<file path="config.mk">
export PLATFORM = sky130hd
export DESIGN_NAME = usp_front
export DESIGN_NICKNAME = d
export VERILOG_FILES = /design/src/usp_pkg.sv /design/src/usp_front.sv
export SDC_FILE = /design/constraint.sdc
export NUM_CORES = 1
export LEC_CHECK = 0
export ABC_AREA = 0
export BUFFER_PORTS_ARGS = -buffer_cell sky130_fd_sc_hd__buf_2
export CAP_MARGIN = 20
export CORE_UTILIZATION = 54
export DETAILED_ROUTE_END_ITERATION = 7
export PLACE_DENSITY_LB_ADDON = 0.3
export REMOVE_ABC_BUFFERS = 1
export SETUP_SLACK_MARGIN = 0.1
export SYNTH_ARGS = -nofsm -noshare
export SYNTH_HDL_FRONTEND = slang
export SYNTH_SLANG_ARGS = --single-unit
export TNS_END_PERCENT = 100
</file>
<file path="constraint.sdc">
create_clock -name clk -period 7.45 [get_ports clk]
set_clock_uncertainty 0.2 [all_clocks]
set_input_delay 0.745 -clock clk [delete_from_list [all_inputs] [get_ports clk]]
set_output_delay 0.745 -clock clk [all_outputs]
set_load 0.1 [all_outputs]
</file>
<file path="src/usp_pkg.sv">
package usp_pkg;

    localparam int unsigned QueueDepthDefault = 64;
    localparam int unsigned CfgWidth = 7;
    localparam int unsigned TagWidth = 32;
    localparam int unsigned TimeWidth = 48;

    typedef enum logic [1:0] {
        MODE_PUSH    = 2'd0,
        MODE_ANALYZE = 2'd1,
        MODE_FETCH   = 2'd2,
        MODE_NOP     = 2'd3
    } mode_t;

    localparam logic [1:0] PH_IDLE = 2'd0;
    localparam logic [1:0] PH_BUF  = 2'd1;
    localparam logic [1:0] PH_POST = 2'd2;

    localparam logic [1:0] ERR_NONE  = 2'd0;
    localparam logic [1:0] ERR_FULL  = 2'd1;
    localparam logic [1:0] ERR_FETCH = 2'd2;

    localparam logic [2:0] CFG_PRE  = 3'd0;
    localparam logic [2:0] CFG_POST = 3'd1;
    localparam logic [2:0] CFG_ON   = 3'd2;
    localparam logic [2:0] CFG_OFF  = 3'd3;
    localparam logic [2:0] CFG_TOG  = 3'd4;

    typedef struct packed {
        logic [1:0]           mode;
        logic                 vad_active;
        logic [TagWidth-1:0]  frame_tag;
        logic [TimeWidth-1:0] frame_time;
    } cmd_t;

    typedef struct packed {
        logic [1:0]           phase;
        logic [CfgWidth-1:0]  available_count;
        logic                 nothing_available;
        logic [TagWidth-1:0]  out_frame_tag;
        logic [TimeWidth-1:0] out_frame_time;
        logic                 out_vad_active;
        logic                 out_valid;
        logic [TagWidth-1:0]  utterance_start_tag;
        logic [TimeWidth-1:0] utterance_start_time;
        logic [TagWidth-1:0]  utterance_stop_tag;
        logic [TimeWidth-1:0] utterance_stop_time;
        logic [1:0]           error;
    } res_t;

endpackage

</file>
<file path="src/usp_front.sv">
module usp_front
(
    input  logic          clk,
    input  logic          rst_n,
    input  logic          in_valid,
    output logic          in_stall,
    input  logic [1:0]    mode,
    input  logic          vad_active,
    input  logic [31:0]   frame_tag,
    input  logic [47:0]   frame_time,
    output logic          q_valid,
    input  logic          q_pop,
    output usp_pkg::cmd_t q_cmd
);
    import usp_pkg::*;

    // two-entry command queue
    cmd_t q_mem_reg [2];
    logic rd_ptr_reg, rd_ptr_next;
    logic wr_ptr_reg, wr_ptr_next;
    logic [1:0] cnt_reg, cnt_next;
    logic push;

    assign in_stall = (cnt_reg == 2'd2);
    assign push = in_valid && !in_stall;
    assign q_valid = (cnt_reg != 2'd0);
    assign q_cmd = q_mem_reg[rd_ptr_reg];

    always_comb
    begin
        wr_ptr_next = wr_ptr_reg ^ push;
        rd_ptr_next = rd_ptr_reg ^ q_pop;
        cnt_next = cnt_reg + {1'b0, push} - {1'b0, q_pop};
    end

    always_ff @(posedge clk)
    begin
        if (push)
        begin
            q_mem_reg[wr_ptr_reg] <= '{mode, vad_active, frame_tag, frame_time};
        end
    end

    always_ff @(posedge clk or negedge rst_n)
    begin
        if (!rst_n)
        begin
            rd_ptr_reg <= 1'b0;
            wr_ptr_reg <= 1'b0;
            cnt_reg <= 2'd0;
        end
        else
        begin
            rd_ptr_reg <= rd_ptr_next;
            wr_ptr_reg <= wr_ptr_next;
            cnt_reg <= cnt_next;
        end
    end
endmodule

</file>
==> run summary, run 1 <==
The endpoint identified for the worst register-to-register timing path is q_mem_reg[1][71]$_DFFE_PP_. The beginning of the critical path is rd_ptr_reg$_DFF_PN0_. Combinational family with the most area after synthesis: multiplexers. The run gives 208 as the number of DRC markers in iteration 0. In the synthesized netlist the dominant register cell turns out to be sky130_fd_sc_hd__edfxtp_1. The portion of synthesized cell area occupied by the leading cell type is 77.3%, and the count of final setup violators is 0. The average via count per standard cell is 5.06. The number of pins exceeding their max-slew limit in the final report is 0.

The port buffer count was 171. The vertical die dimension is 111 µm, and the floorplan row count is 39. The depth of the most critical reg-to-reg path was 4. The number of antenna violations at the first check in global routing came out at 1.

The final wirelength was 10.7 mm. Summing the areas of all and, or, nand and nor instances in the mapped netlist gives 0.349% of the synthesized area. For the number of top-level pins, the log shows 172.

TritonCTS built the clock tree. Once routing completed, OpenROAD measured the worst setup slack at 3720 ps. Grouping stages by cell kind, the critical path spends the most delay in buffers and inverters. By startpoint and endpoint, the worst setup path is classified as reg -> out. For the core region area, the log shows 11,500 µm². For flop-to-flop paths, the worst setup slack is 4910 ps. For the count of mapped cells out of synthesis, the log shows 277. The worst path required time was 6500 ps; the shortest clock period the worst path allows after layout was 3730 ps. The count of buffer and inverter cells on the critical path is 2, and the TritonCTS buffer count is 17. The run gives 170 as the number of clock sinks. Summing the areas of all compound-gate instances in the mapped netlist gives 0% of the synthesized area.

By area the synthesized netlist is led by sky130_fd_sc_hd__edfxtp_1 (77%), sky130_fd_sc_hd__mux2_4 (14%), sky130_fd_sc_hd__mux2_2 (4.0%). The area share of fa/ha/maj cells after synthesis was 0.776%; the number of fill cells was 772. The die covers 12,400 µm². The tools report the fraction of the yosys area taken by sequential cells as 78.9%. Summing over every cut layer, the via total after detailed routing is 3,113.

After clock tree synthesis, the clock-pin slew on the worst setup and hold paths is 60 ps. Data arrives at the worst endpoint at 2780 ps. The worst setup path is captured at an output port. The routed length per placed instance is 17.5 µm, and the effective utilization at floorplan is 56.0%. Timing analysis after detailed placement gives a worst setup slack of 4150 ps. The min-delay analysis places its worst path in the category reg -> reg.

In the routed design, unresolved DRC markers number 28. The repair_antennas step left the layout with diodes totalling 0. The footprint of the flip-flops and latches is 5090 µm², and the last weighted congestion value of the routability-driven placer is 0.709. The cell depth of the worst hold path works out to 1. The startpoint identified for the worst register-to-register timing path is cnt_reg[1]$_DFF_PN0_. After synthesis the netlist holds a flip-flop and latch count of 170.

The flow ran to the end, but the final reports show violations. Critical path's slowest cell: sky130_fd_sc_hd__buf_4. In this run the worst path has a maximum fanout of 61. Traced cell by cell, the critical path runs through buf_4 > mux2_4 > buf_2.

Setup TNS after final layout: 0 ps. The final reports fail on design-rule violations. The number of nets with antenna violations after detailed routing is 0. The largest net degree at the start of global routing was 64. Buffer type at the clock tree root: sky130_fd_sc_hd__clkbuf_16. Of all cell types, the one taking the most synthesized area is sky130_fd_sc_hd__edfxtp_1. The tools report the post-DP HPWL as 6.79 mm. Yosys mapped a number of flops with a built-in enable equal to 166. The tools report the detailed-routing iteration count for the pre-antenna-repair pass as 6. By count the netlist is led by sky130_fd_sc_hd__edfxtp_1 (166), sky130_fd_sc_hd__mux2_4 (60), sky130_fd_sc_hd__mux2_2 (23). The worst hold path terminates at cnt_reg[1]$_DFF_PN0_. For the pin with the worst max-slew slack, the measured transition is 1080 ps. The tools report the relative slew slack as 28.2%. Of all flip-flops after synthesis, the portion carrying an async set or reset was 2.35%. The global-route usage over all layers was 18.0%. In this run, distinct cell masters in the synthesized netlist total 14. A synthesized cell averages 23.3 µm². For the minimum hold slack, the log shows 309 ps. The share of cells above drive strength 1 is 59.5%, and the number of flip-flops under the largest register name is 166.

From left edge to right edge, the die measures 111 µm. The total overflow left after global routing is 0. The run gives 0 as the max-capacitance violation count. The largest incremental delay on the critical path came out at 860 ps. In the final design database the tool counted 553 nets. The via count of the first global-routing pass was 3,276; the area growth from synthesis to layout was 23.0%.

Summing all multi-input logic gate instances after layout gives 1280 µm². Cell with the most instances after synthesis: sky130_fd_sc_hd__edfxtp_1. The clock passes through at most 2 buffers.

Clock latency on the worst-skew pair, taken at its later pin, is 400 ps. For the number of hold violations in the final report, the log shows 0. After Yosys synthesis, XOR and XNOR cells account for 0.408% of the synthesized area. Setup repair after global routing left no endpoint under its margin.

The portion of the clock cycle consumed by the worst path in the final layout came out at 50.0%. The tools report the startpoint type of the worst setup path as a flop. The startpoint identified for the worst hold timing path is cnt_reg[1]$_DFF_PN0_.

The cell area that synthesis handed to floorplanning was 6450 µm². The multiplexer share of the synthesized area came out at 18.0%. The maximum clock rate is 0.268 GHz, and the wire length of the first global-routing pass is 16.5 mm.

Once layout is complete, the utilization of the core stands at 68.9%. The run gives 4 as the number of H-tree branching levels. The Yosys step of the flow raised 0 warnings. The number of setup buffers added after CTS is 0.
## worst reg2reg max path: cells and delay by family, from the launching register on
family / cells / cell delay (ps)
simple gates: 2 / 380
fa+ha+maj: 1 / 600
flops: 1 / 400
buf+inv: 1 / 580
## layout make-up
cell class	count	area share, %
Timing Repair Buffer	175	11.2
Multi-Input combinational cell	94	16.2
Tap cell	143	2.26
Clock inverter	7	0.379
Clock buffer	22	5.60
Inverter	4	0.189
Sequential cell	170	64.2
## cells in the final DEF (no fill, tap or decap), types with 3 or more instances in the layout
cell type	instances
sky130_fd_sc_hd__buf_2	171
sky130_fd_sc_hd__clkbuf_1	5
sky130_fd_sc_hd__mux2_2	23
sky130_fd_sc_hd__dfrtp_1	3
sky130_fd_sc_hd__clkinv_2	3
sky130_fd_sc_hd__clkbuf_16	17
sky130_fd_sc_hd__buf_4	3
sky130_fd_sc_hd__edfxtp_1	166
sky130_fd_sc_hd__clkinv_1	4
sky130_fd_sc_hd__inv_1	4
sky130_fd_sc_hd__mux2_4	60
## layer usage
metal | global-route usage (%) | vias up | part of all wire (%) | wire [µm]
met5 | 0 | - | 0 | 0
met4 | 8.11 | 0 | 1.0 | 110
met3 | 6.12 | 7 | 6.7 | 715
met2 | 30.6 | 109 | 52 | 5580
met1 | 20.8 | 1538 | 40 | 4330
li1 | - | 1459 | - | -
## repair_timing
item,CTS,global route
endpoints found under the hold margin,4,0
resized for setup,0,0
hold buffers,1,0
## how the worst max path moves through the flow
stage,endpoint,slack (ps),cells after the start
2_1_floorplan,q_cmd[0],2900,1
3_3_place_gp,q_cmd[31],4150,3
3_5_place_dp,q_cmd[31],4150,3
4_1_cts,q_cmd[31],3700,3
5_1_grt,q_cmd[11],3620,3
6_report,q_cmd[31],3720,3
## logic make-up after synthesis
family / after synthesis
multiplexers: 83
flip-flops: 170
adder cells (fa/ha/maj): 4
XOR/XNOR: 3
AND/OR/NAND/NOR: 4
buffers and inverters: 13
## stage by stage
stage	area (µm²)	cells
after detailed placement	7440	585
after floorplan	6360	268
final	7930	615
after CTS	7930	615
after global routing	7930	615
after global placement	7440	585
Power of run 1 is not shown: default switching activity piles up to over one toggle a cycle in this logic, so the estimate is an artifact.
==> inputs of run 2 (changes only) <==
--- a/config.mk
+++ b/config.mk
@@ -8,7 +8,7 @@
 export ABC_AREA = 0
 export BUFFER_PORTS_ARGS = -buffer_cell sky130_fd_sc_hd__buf_2
 export CAP_MARGIN = 20
-export CORE_UTILIZATION = 54
+export CORE_UTILIZATION = 47
 export DETAILED_ROUTE_END_ITERATION = 7
 export PLACE_DENSITY_LB_ADDON = 0.3
 export REMOVE_ABC_BUFFERS = 1
==> constraint.sdc (replaced) <==
create_clock -name clk -period 3 [get_ports clk]
set_clock_uncertainty 0.2 [all_clocks]
set_input_delay 0.3 -clock clk [delete_from_list [all_inputs] [get_ports clk]]
set_output_delay 0.3 -clock clk [all_outputs]
set_load 0.1 [all_outputs]
==> run summary, run 2 (same netlist as run 1, synthesis figures left out) <==
The tools report the final worst slack as 284 ps. Slew of the pin with the lowest slew margin: 511 ps. The endpoint identified for the worst register-to-register timing path is q_mem_reg[1][66]$_DFFE_PP_. Setup repair after global routing left no endpoint under its margin. Before CTS, the worst setup slack after placement is 722 ps. The first detailed-routing pass took 4 iterations.

Measured along the x axis, the die boundary spans 119 µm. The full die area is 14,200 µm². The critical path starts at rd_ptr_reg$_DFF_PN0_. The portion of the clock cycle consumed by the worst path in the final layout was 90.5%; the last weighted congestion value of the routability-driven placer was 0.700. The effective utilization at floorplan is 48.5%, and the count of vias placed by the detailed router is 3,442. The buffer levels on the longest clock path was 2. After legalization and detailed placement, the total HPWL measured 7.15 mm. For the number of top-level pins, the log shows 172. The largest incremental delay on the critical path was 720 ps; the latest clock arrival within the worst-skew pair was 410 ps.

Once layout is done, the placed cells without fillers occupy 8930 µm². The number of H-tree branching levels came out at 4. After global routing the overflow that remains totals 0.

After detailed routing, the total wire length is 11.5 mm. Number of antenna violations at the first check in global routing: 0. The worst hold path belongs to the class in -> async. Setup violations remaining at the end of the flow were counted as 0.

The startpoint type of the worst setup path is a flop. The tools report the worst path required time as 2500 ps. The number of pins exceeding their max-slew limit in the final report was 0; the area growth from synthesis to layout was 38.4%. The register with the most flip-flops in the layout has 166 of them. The depth of the most critical reg-to-reg path is 4. The run finished with clean final reports.

The number of nets with antenna violations after detailed routing was 0. Leaving out fill and tap cells, the most frequent cells in the layout are sky130_fd_sc_hd__buf_2 (171), sky130_fd_sc_hd__edfxtp_1 (166), sky130_fd_sc_hd__dlygate4sd3_1 (85). The critical path endpoint was q_cmd[79].

After floorplanning, the core was divided into 42 placement rows. The number of hold violations in the final report is 0, and the arrival time of the worst setup path is 2220 ps. Using the TritonRoute via totals, the vias-per-cell ratio works out to 4.66. The critical path is of the reg -> out type.

For this run, the post-layout net count is 641. The startpoint identified for the worst register-to-register timing path is cnt_reg[1]$_DFF_PN0_. For the detailed-route DRC error count, the log shows 0. The routed length per placed instance came out at 15.5 µm. Once placement finished, the instance area stood at 7550 µm². Subtracting the final worst setup slack from the clock period gives 2720 ps. Cells fill 67.1% of the core in the end.

Across the run, the number of max-cap violations was 0. The first global-routing pass estimated 18.3 mm of wire. The maximum clock rate is 0.368 GHz. Register-to-register path setup slack: 870 ps.

From bottom edge to top edge, the die measures 119 µm. The peak fanout along the critical path was 24. Walking the worst path, the cells encountered are buf_4 > mux2_2 > buf_2. The buffer type at the clock tree root was sky130_fd_sc_hd__clkbuf_16. The worst pin sits at a relative slew slack of 66.2%. Clock-pin slew was measured on the worst setup and hold paths at 60 ps. The tree built by TritonCTS fans out to 170 sinks. TritonCTS built the clock tree. Counting the fill cells in the layout gives 906. The number of inserted diodes was 0. For the via count of the first global-routing pass, the log shows 3,798.

The critical path's slowest cell was sky130_fd_sc_hd__dfrtp_4. In the final timing run, aggregate negative setup slack is 0 ps. The most common library cell in the layout ignoring fill and taps was sky130_fd_sc_hd__buf_2. Input and output buffers added on the ports amount to 171.

Clock tree synthesis inserted a total of 17 buffers. The run gives 40 as the largest net degree at the start of global routing. The run gives 13,300 µm² as the core region area. Post-CTS timing repair inserted 0 buffers for setup. In the global route stage, overall resource usage came out at 17.3%. Cells with a size suffix above 1 make up 51.2% of the layout. The run gives 140 as the number of DRC markers in iteration 0. The worst setup path is captured at an output port.
## run 2: worst min-delay path by stage
| stage | from | endpoint | slack (ps) | cells past startpoint |
|---|---|---|---|---|
| floorplan | rst_n | cnt_reg[0]$_DFF_PN0_ | -200 | 0 |
| global placement | rst_n | cnt_reg[0]$_DFF_PN0_ | -90 | 1 |
| detailed placement | rst_n | cnt_reg[0]$_DFF_PN0_ | -90 | 1 |
| CTS | rst_n | rd_ptr_reg$_DFF_PN0_ | 20 | 2 |
| global route | rst_n | cnt_reg[1]$_DFF_PN0_ | 40 | 2 |
| finish | rst_n | rd_ptr_reg$_DFF_PN0_ | 40 | 2 |
## run 2: worst max-delay path: cells and delay by family, from the launching register on
kind | cells | cell delay [ps]
flip-flops | 1 | 720
buffers and inverters | 2 | 680
multiplexers | 1 | 400
## run 2: metal layers
layer / vias to the layer above / part of all wire, % / GRT usage, %
li1: 1636 / - / -
met4: 0 / 1.9 / 8.47
met3: 16 / 6.9 / 5.22
met1: 1661 / 41 / 19.7
met5: - / 0 / 0
met2: 129 / 51 / 29.6
## run 2: stage by stage
step | hold slack, ps | instances
2_1_floorplan | -196 | 268
3_3_place_gp | -90.2 | 622
3_5_place_dp | -88.3 | 622
4_1_cts | 17.8 | 739
5_1_grt | 44.2 | 739
6_report | 43.9 | 739
## run 2: cell type report
cell class,count,area (µm²),area share [%]
multi-input combinational,94,1280,14.4
clock inverter,10,77.6,0.869
sequential,170,5090,57.0
tap,176,220,2.47
inverter,4,15.0,0.168
clock buffer,22,444,4.98
timing repair buffer,263,1800,20.1
## run 2: timing repair
| item | CTS | global route |
|---|---|---|
| endpoints found under the setup margin | 0 | 0 |
| hold buffers | 85 | 0 |
| gates resized for setup | 0 | 0 |
| endpoints found under the hold margin | 171 | 0 |
Power of run 2 is left out for the same reason.
